[config.mk]
export PLATFORM = sky130hd
export DESIGN_NAME = bakery_ticket_lock_core
export DESIGN_NICKNAME = d
export VERILOG_FILES = /design/src/btl_pkg.sv /design/src/btl_ram.sv /design/src/btl_datapath.sv /design/src/btl_ctrl.sv /design/src/bakery_ticket_lock_core.sv
export SDC_FILE = /design/constraint.sdc
export NUM_CORES = 1
export LEC_CHECK = 0
export CAP_MARGIN = 20
export CORE_MARGIN = 1
export CORE_UTILIZATION = 35
export DETAILED_ROUTE_END_ITERATION = 7
export DONT_BUFFER_PORTS = 1
export MAX_ROUTING_LAYER = met4
export PLACE_DENSITY_LB_ADDON = 0.15
export SYNTH_ARGS = -nofsm -noshare
export SYNTH_HDL_FRONTEND = slang
export SYNTH_HIERARCHICAL = 1
export SYNTH_SLANG_ARGS = --single-unit
export TNS_END_PERCENT = 1
[constraint.sdc]
create_clock -name clk -period 3.3 [get_ports clk]
set_input_delay 0.165 -clock clk [delete_from_list [all_inputs] [get_ports clk]]
set_output_delay 0.165 -clock clk [all_outputs]
set_load 0.01 [all_outputs]
[src/btl_pkg.sv]
package btl_pkg;

	localparam int REQ_BITS        = 4;
	localparam int OP_BITS         = 2;
	localparam int OUT_TICKET_BITS = 8;
	localparam int STATUS_BITS     = 2;

	// operation codes
	localparam logic [OP_BITS-1:0] OP_TAKE    = 2'd0;
	localparam logic [OP_BITS-1:0] OP_POLL    = 2'd1;
	localparam logic [OP_BITS-1:0] OP_RELEASE = 2'd2;
	localparam logic [OP_BITS-1:0] OP_UNUSED  = 2'd3;

	// status codes
	localparam logic [STATUS_BITS-1:0] ST_OK        = 2'd0;
	localparam logic [STATUS_BITS-1:0] ST_OVERFLOW  = 2'd1;
	localparam logic [STATUS_BITS-1:0] ST_NO_TICKET = 2'd2;

	typedef struct packed {
		logic [OP_BITS-1:0]  op;
		logic [REQ_BITS-1:0] requester;
	} btl_cmd_t;

	typedef struct packed {
		logic [OUT_TICKET_BITS-1:0] ticket_value;
		logic                       granted;
		logic [STATUS_BITS-1:0]     status;
	} btl_result_t;

	// controller -> datapath
	typedef struct packed {
		logic load;
		logic rd_step;
		logic commit;
	} btl_ctrl_t;

	// datapath -> controller
	typedef struct packed {
		logic direct;
		logic scan_last;
	} btl_stat_t;

endpackage

[src/btl_ram.sv]
module btl_ram #(
	parameter int WIDTH = 8,
	parameter int DEPTH = 16
) (
	input  logic                     clk,
	input  logic                     we,
	input  logic [$clog2(DEPTH)-1:0] waddr,
	input  logic [WIDTH-1:0]         wdata,
	input  logic [$clog2(DEPTH)-1:0] raddr,
	output logic [WIDTH-1:0]         rdata
);

	logic [WIDTH-1:0] mem [DEPTH];
	logic [WIDTH-1:0] rdata_q;

	always_ff @(posedge clk) begin
		if (we) begin
			mem[waddr] <= wdata;
		end
		rdata_q <= mem[raddr];
	end

	assign rdata = rdata_q;

endmodule

[src/btl_datapath.sv]
module btl_datapath #(
	parameter int NUM_REQUESTERS = 16,
	parameter int TICKET_BITS    = 8
) (
	input  logic                clk,
	input  logic                arst_n,
	input  btl_pkg::btl_cmd_t   cmd,
	input  btl_pkg::btl_ctrl_t  ctl,
	output btl_pkg::btl_stat_t  st,
	output btl_pkg::btl_result_t result
);

	localparam int IdxW     = $clog2(NUM_REQUESTERS);
	localparam int WhoW     = (IdxW > btl_pkg::REQ_BITS) ? IdxW : btl_pkg::REQ_BITS;
	localparam int WideBits = (TICKET_BITS > btl_pkg::OUT_TICKET_BITS) ?
		TICKET_BITS : btl_pkg::OUT_TICKET_BITS;

	btl_pkg::btl_cmd_t    cmd_q;
	btl_pkg::btl_result_t result_q;
	btl_pkg::btl_result_t res_d;

	logic [NUM_REQUESTERS-1:0] valid_q;
	logic [IdxW-1:0]           cnt_q;
	logic                      rd_vld_s1;
	logic                      ent_vld_s1;
	logic [IdxW-1:0]           idx_s1;
	logic [TICKET_BITS-1:0]    rd_data;
	logic [TICKET_BITS-1:0]    val;

	logic [TICKET_BITS-1:0]    max_q;
	logic [TICKET_BITS-1:0]    mine_q;
	logic                      best_found_q;
	logic [TICKET_BITS-1:0]    best_t_q;
	logic [IdxW-1:0]           best_j_q;

	logic [WhoW-1:0]           who_wide;
	logic [IdxW-1:0]           who;
	logic                      in_range;
	logic                      new_in_range;
	logic                      overflow;
	logic [TICKET_BITS-1:0]    next_ticket;
	logic                      blocked;
	logic                      take_ok;
	logic                      ram_we;
	logic                      clr_vld;
	logic [TICKET_BITS-1:0]    tv;
	logic [WideBits-1:0]       tv_wide;

	// requester decode of the held item and of the one being offered
	assign who_wide     = WhoW'(cmd_q.requester);
	assign who          = who_wide[IdxW-1:0];
	assign in_range     = ({28'd0, cmd_q.requester} < 32'(NUM_REQUESTERS));
	assign new_in_range = ({28'd0, cmd.requester} < 32'(NUM_REQUESTERS));

	assign st.direct    = !new_in_range || (cmd.op == btl_pkg::OP_RELEASE);
	assign st.scan_last = (cnt_q == IdxW'(NUM_REQUESTERS - 1));

	btl_ram #(
		.WIDTH(TICKET_BITS),
		.DEPTH(NUM_REQUESTERS)
	) u_table (
		.clk  (clk),
		.we   (ram_we),
		.waddr(who),
		.wdata(next_ticket),
		.raddr(cnt_q),
		.rdata(rd_data)
	);

	assign val = ent_vld_s1 ? rd_data : '0;

	// commit: decide result and table update from the scan totals
	assign overflow    = (max_q == {TICKET_BITS{1'b1}});
	assign next_ticket = max_q + TICKET_BITS'(1);
	assign blocked     = best_found_q &&
		((best_t_q < mine_q) || ((best_t_q == mine_q) && (best_j_q < who)));

	always_comb begin
		res_d   = '0;
		take_ok = 1'b0;
		clr_vld = 1'b0;
		tv      = '0;
		if (!in_range) begin
			if (cmd_q.op == btl_pkg::OP_POLL) begin
				res_d.status = btl_pkg::ST_NO_TICKET;
			end
		end else begin
			unique case (cmd_q.op)
				btl_pkg::OP_TAKE: begin
					if (overflow) begin
						res_d.status = btl_pkg::ST_OVERFLOW;
						tv           = mine_q;
					end else begin
						take_ok = 1'b1;
						tv      = next_ticket;
					end
				end
				btl_pkg::OP_POLL: begin
					tv = mine_q;
					if (mine_q == '0) begin
						res_d.status = btl_pkg::ST_NO_TICKET;
					end else begin
						res_d.granted = !blocked;
					end
				end
				btl_pkg::OP_RELEASE: begin
					clr_vld = 1'b1;
				end
				default: begin
					tv = mine_q;
				end
			endcase
		end
		tv_wide            = WideBits'(tv);
		res_d.ticket_value = tv_wide[btl_pkg::OUT_TICKET_BITS-1:0];
	end

	assign ram_we = ctl.commit && take_ok;

	always_ff @(posedge clk or negedge arst_n) begin
		if (!arst_n) begin
			valid_q      <= '0;
			cnt_q        <= '0;
			rd_vld_s1    <= 1'b0;
			ent_vld_s1   <= 1'b0;
			max_q        <= '0;
			mine_q       <= '0;
			best_found_q <= 1'b0;
			result_q     <= '0;
		end else begin
			rd_vld_s1 <= ctl.rd_step;
			if (ctl.rd_step) begin
				ent_vld_s1 <= valid_q[cnt_q];
				cnt_q      <= cnt_q + IdxW'(1);
			end
			if (ctl.load) begin
				cnt_q        <= '0;
				max_q        <= '0;
				mine_q       <= '0;
				best_found_q <= 1'b0;
			end else if (rd_vld_s1) begin
				if (val > max_q) begin
					max_q <= val;
				end
				if (idx_s1 == who) begin
					mine_q <= val;
				end else if ((val != '0) && (!best_found_q || (val < best_t_q))) begin
					best_found_q <= 1'b1;
				end
			end
			if (ctl.commit) begin
				result_q <= res_d;
				if (ram_we) begin
					valid_q[who] <= 1'b1;
				end
				if (clr_vld) begin
					valid_q[who] <= 1'b0;
				end
			end
		end
	end

	// payload side of the scan
	always_ff @(posedge clk) begin
		if (ctl.load) begin
			cmd_q <= cmd;
		end
		if (ctl.rd_step) begin
			idx_s1 <= cnt_q;
		end
		if (!ctl.load && rd_vld_s1 && (idx_s1 != who) && (val != '0) &&
			(!best_found_q || (val < best_t_q))) begin
			best_t_q <= val;
			best_j_q <= idx_s1;
		end
	end

	assign result = result_q;

`ifndef SYNTHESIS
	a_grant_ok: assert property (@(posedge clk) disable iff (!arst_n)
		result_q.granted |-> (result_q.status == btl_pkg::ST_OK))
		else $error("grant reported with nonzero status");

	a_take_marks: assert property (@(posedge clk) disable iff (!arst_n)
		ram_we |=> valid_q[$past(who)])
		else $error("taken ticket not marked valid");
`endif

endmodule

[src/btl_ctrl.sv]
module btl_ctrl (
	input  logic               clk,
	input  logic               arst_n,
	input  logic               start,
	input  btl_pkg::btl_stat_t st,
	output btl_pkg::btl_ctrl_t ctl,
	output logic               busy,
	output logic               done
);

	typedef enum logic [1:0] {
		S_IDLE,
		S_SCAN,
		S_DRAIN,
		S_COMMIT
	} state_t;

	state_t state_q;
	logic   done_q;

	always_ff @(posedge clk or negedge arst_n) begin
		if (!arst_n) begin
			state_q <= S_IDLE;
			done_q  <= 1'b0;
		end else begin
			done_q <= 1'b0;
			unique case (state_q)
				S_IDLE: begin
					if (start) begin
						state_q <= st.direct ? S_COMMIT : S_SCAN;
					end
				end
				S_SCAN: begin
					if (st.scan_last) begin
						state_q <= S_DRAIN;
					end
				end
				S_DRAIN: begin
					state_q <= S_COMMIT;
				end
				S_COMMIT: begin
					state_q <= S_IDLE;
					done_q  <= 1'b1;
				end
			endcase
		end
	end

	assign ctl.load    = (state_q == S_IDLE) && start;
	assign ctl.rd_step = (state_q == S_SCAN);
	assign ctl.commit  = (state_q == S_COMMIT);
	assign busy        = (state_q != S_IDLE);
	assign done        = done_q;

`ifndef SYNTHESIS
	a_done_idle: assert property (@(posedge clk) disable iff (!arst_n)
		done |-> !busy)
		else $error("result strobe while busy");

	a_busy_cause: assert property (@(posedge clk) disable iff (!arst_n)
		$rose(busy) |-> $past(start))
		else $error("busy without a start");
`endif

endmodule

[src/bakery_ticket_lock_core.sv]
// Bakery ticket lock: one ticket per requester, lowest (ticket, requester) wins.
// Command channel: drive cmd (op, requester) with start; the item is taken at
//   the rising edge where start is high and busy is low. busy stays high
//   until the block can take the next item.
// Result channel: done pulses for exactly one cycle with result (ticket_value,
//   granted, status) valid in that cycle. There is no backpressure; the
//   receiver must capture the item on the done cycle. result holds until the
//   next item completes.
// Timing: take, poll and the unused op scan every ticket once through the
//   table RAM read port, one entry per cycle, then drain and commit: done
//   rises after the commit state and the next item can be accepted at the
//   edge that ends the done cycle, so items never overlap. Release and
//   out-of-range requesters skip the scan and go from idle to commit.
// Reset: arst_n clears every ticket at once through per-entry valid bits, so
//   the block can take items as soon as reset is released.
module bakery_ticket_lock_core #(
	parameter int NUM_REQUESTERS = 16,
	parameter int TICKET_BITS    = 8
) (
	input  logic                 clk,
	input  logic                 arst_n,
	input  logic                 start,
	input  btl_pkg::btl_cmd_t    cmd,
	output logic                 busy,
	output logic                 done,
	output btl_pkg::btl_result_t result
);

	btl_pkg::btl_ctrl_t ctl;
	btl_pkg::btl_stat_t st;

	// sequencer: idle -> scan -> drain -> commit, or idle -> commit for direct items
	btl_ctrl u_ctrl (
		.clk   (clk),
		.arst_n(arst_n),
		.start (start),
		.st    (st),
		.ctl   (ctl),
		.busy  (busy),
		.done  (done)
	);

	// ticket table, scan totals and result register
	btl_datapath #(
		.NUM_REQUESTERS(NUM_REQUESTERS),
		.TICKET_BITS   (TICKET_BITS)
	) u_datapath (
		.clk   (clk),
		.arst_n(arst_n),
		.cmd   (cmd),
		.ctl   (ctl),
		.st    (st),
		.result(result)
	);

endmodule

==> results.env <==
OUTCOME='finished clean'
SYN_TO_FINAL_GROWTH_PCT=14.4
DP_SLACK_PS=423
PORT_BUFFERS=0
RR_STARTPOINT='u_ctrl/state_q[1]'
CTS_HOLD_BUF=9
SLEW_LIMIT_FAILS=0
CLKSINKCOUNT=211
PEAK_SUPPLY_DROP_V=0.000477
POST_CTS_RESIZED=0
POST_SYNTH_NUM_CELL_TYPES=57
SYNTH_FP_NETS=642
POSTROUTEWIRELENGTH_UM=21900
YOSYS_REG_BITS=211
YOSYSWARNINGCOUNT=6
SETUP_TNS_AFTER_FINAL_LAYOUT_PS=0
HOLD_PATH_STARTPOINT='cmd[5]'
INITIAL_UTILIZATION_PCT=36.0
VIAS=5273
HP-CLASS='in -> reg'
FIN_CELLS=988
P_SWITCHING_mW=2.88
DIE-AREA_MM2=0.0269
YS_ASYNC_SR_FRACTION_PCT=25.1
WORST_SETUP_PATH_END_KIND='flip-flop'
CELL_INT_POWER_mW=5.90
DP.CELLS=936
TIMING.CRITICAL_PATH.FROM='u_ctrl/state_q[1]'
SETUP_VIOL_COUNT_FINAL=0
POWER_DENSITY_mW_PER_MM2=835
PLACED_AREA_MM2=0.00964
AVGROUTEDWIREPERCELL_UM=22.2
POST-ROUTE-PERIOD-UTIL_PCT=87.5
DRV_CAP=0
WORSTSETUPPATHTYPE='reg -> reg'
GRT_USE_TOTAL_PCT=17.3
CLOCK_TREE.HTREE_LEVEL_COUNT=1
WORSTPATHMAXFANOUT=13
DRTANTENNAVIOLNETS=0
WORSTREGTOREGCELLS=4
DRT_FIRST_PASS_ITERS=5
SEQ_POWER_SHARE_PCT=43.6
NUMBER_OF_GLOBAL_ROUTE_VIAS_BEFORE_REPAIR=5442
NETSWITCHINGFRACTION_PCT=32.8
VIAS_PER_CELL=5.34
P_LEAK_nW=3.86
PWR-SHARE-CLK_PCT=28.9
CORE_REGION_AREA_MM2=0.0255
POWER_FRAC_COMB_PCT=27.4
ROW_COUNT=58
POST_SYNTH_EDFFS=150
WORSTMARGINPINSLEW_PS=1070
CTS_ROOT_BUFFER='clkbuf_16'
TOTAL_STANDARD_CELL_AREA_AFTER_SYNTHESIS_MM2=0.00918
FIN_WORST_SKEW_PS=12.1
WHS_PS=61.2
FINAL_PERIOD_MINUS_WORST_SETUP_SLACK_PS=2890
ROUTE.DETAILED.DRC=0
SYNTH.YOSYS.SEQ_AREA_SHARE_PCT=65.2
DESIGN.PORTCOUNT=22
FINAL_CELL_AREA_MM2=0.0105
CTS_TREE='done'
DIE_WIDTH_UM=164
WORSTPATHARRIVAL_PS=3030
RR_ENDPOINT='u_datapath/u_table/mem[3][0]'
SYNTHCELLS=602
MAX-CLOCK-PATH-BUFFERS=3
GRT_ANTENNA_BEFORE_REPAIR=0
GLOBALPLACE.CONGESTION=0.869
TIMING.FINAL.HOLD_VIOLATIONS=0
CTS_POST_SETUP_BUFFERS_INSERTED=0
FINAL_NET_COUNT=681
DIE_HEIGHT_UM=164
NUM_ANTENNA_CELLS=0
WORST_SLEW_MARGIN_REL_PCT=28.8
CLKSLEWWORSTSETUPHOLDPATHS_PS=60
CTS-BUFFERS-INSERTED=23
DETAILED_PLACE_HPWL_UM=14700
GRT-OVFL-TOTAL=0
HOLD-PATH-CELL-COUNT=3
HOLD-PATH-ENDPOINT='u_ctrl/state_q[1]'
GRT_FIRST_PASS_WIRELENGTH_UM=33100
MINIMUM_SETUP_SLACK_IN_THE_FINAL_DESIGN_PS=412
CP.REQUIRED_PS=3440
SETUP_REPAIR_AFTER_GLOBAL_ROUTING_MISSED_ITS_MARGIN='no'
SYNTH.AVG_CELL_AREA_UM2=15.3
WORST_SETUP_PATH_START_KIND='flip-flop'
SYNTH_TOP_FLOP_CELL='edfxtp_1'
CLOCK_INSERTION_DELAY_AT_THE_LATER_PIN_OF_THE_SKEW_REPORT_PS=520
R2R_SETUP_SLACK_PS=410
GRT_MAX_DEGREE=54
DRT-INITIAL-DRC-COUNT=357
MAX_FREQ_GHz=0.346
LAYOUT-DRIVE-GT1-SHARE_PCT=13.7
## Yosys cell counts (11+ instances only)
| cell type | instances | area share (%) |
|---|---|---|
| nor2_1 | 33 | 1.3 |
| nor3_1 | 11 | 0.60 |
| a22oi_1 | 17 | 1.4 |
| ha_1 | 31 | 4.2 |
| edfxtp_1 | 150 | 49 |
| and2_1 | 12 | 0.82 |
| nand2_1 | 34 | 1.4 |
| mux4_2 | 19 | 4.7 |
| mux4_1 | 18 | 5.2 |
| a21oi_1 | 36 | 2.0 |
| dfrtp_1 | 53 | 14 |
| inv_1 | 36 | 1.5 |
## cells in the final DEF (no fill, tap or decap), drive strengths merged, types with 13 or more instances in the layout
cell type and count:
inv 40, dfrtp 53, nor2 33, mux4 37
buf 26, nand2 34, and2 13, edfxtp 150
clkbuf 28, a22oi 17, a21oi 36, ha 31
## metal layers
metal  vias up  global-route usage [%]  part of all wire [%]
met5         -                       -                     0
met4         0                    4.21                   2.1
met3        33                    3.41                   4.6
met2       113                    26.9                    47
met1      2730                    23.4                    47
li1       2397                       -                     -
## area by class of cell
cell class                      instances  area [µm²]
Fill cell                            2304       15000
Sequential cell                       211        5990
Multi-Input combinational cell        334        2920
Clock buffer                           28         614
Tap cell                              330         413
Timing Repair Buffer                   34         295
Inverter                               37         139
Clock inverter                         14         133
## critical path, cell delays in order (launching register included)
cell and delay (ps):
dfrtp_1 380, ha_1 400, o311a_1 610, or3b_2 540, nor2_1 580
## flip-flops by register name, summed over array words and instances (netlist names), 4 cells and up
| signal | flops |
|---|---|
| u_datapath/best_j_q | 4 |
| u_datapath/best_t_q | 8 |
| u_datapath/cnt_q | 4 |
| u_datapath/idx_s1 | 4 |
| u_datapath/max_q | 8 |
| u_datapath/mine_q | 8 |
| u_datapath/result | 11 |
| u_datapath/u_table/mem | 128 |
| u_datapath/u_table/rdata | 8 |
| u_datapath/valid_q | 16 |
| u_datapath/who | 4 |
## through the flow
stage	util, %	total power, mW
after floorplan	-	5.46
after global placement	37.9	6.22
after detailed placement	37.9	6.27
after CTS	41.2	8.85
after global routing	41.2	9.22
final	41.2	8.78
## worst max path at each step
stage / end / slack [ps] / cells past startpoint
floorplan: u_datapath/u_table/mem[0][0] / 550 / 6
global placement: u_datapath/u_table/mem[3][1] / 490 / 4
detailed placement: u_datapath/u_table/mem[3][3] / 420 / 4
CTS: u_datapath/u_table/mem[3][1] / 410 / 4
global route: u_datapath/u_table/mem[3][4] / 250 / 4
finish: u_datapath/u_table/mem[3][0] / 410 / 4
## cell families (layout without fill, tap and decap cells)
logic type                 after synthesis  after routing  share of synthesized area [%]
muxes                                   52             52                           11.6
AOI/OAI and AO/OA                      100            100                           7.21
adders and majority gates               31             31                           4.22
DFF                                    211            211                           65.2
xor gates and xnor gates                13             13                           1.24
and+or+nand+nor                        138            138                           7.56
buffers and inverters                   57            113                           2.96
## power by group through the flow
stage	registers (mW)	clock network, mW	logic [mW]
finish	3.83	2.54	2.41
global route	3.88	2.70	2.64
CTS	3.83	2.60	2.42
detailed placement	3.88	0	2.39
floorplan	3.71	0	1.75
global placement	3.88	0	2.34
(Power assumes the default switching activity.)
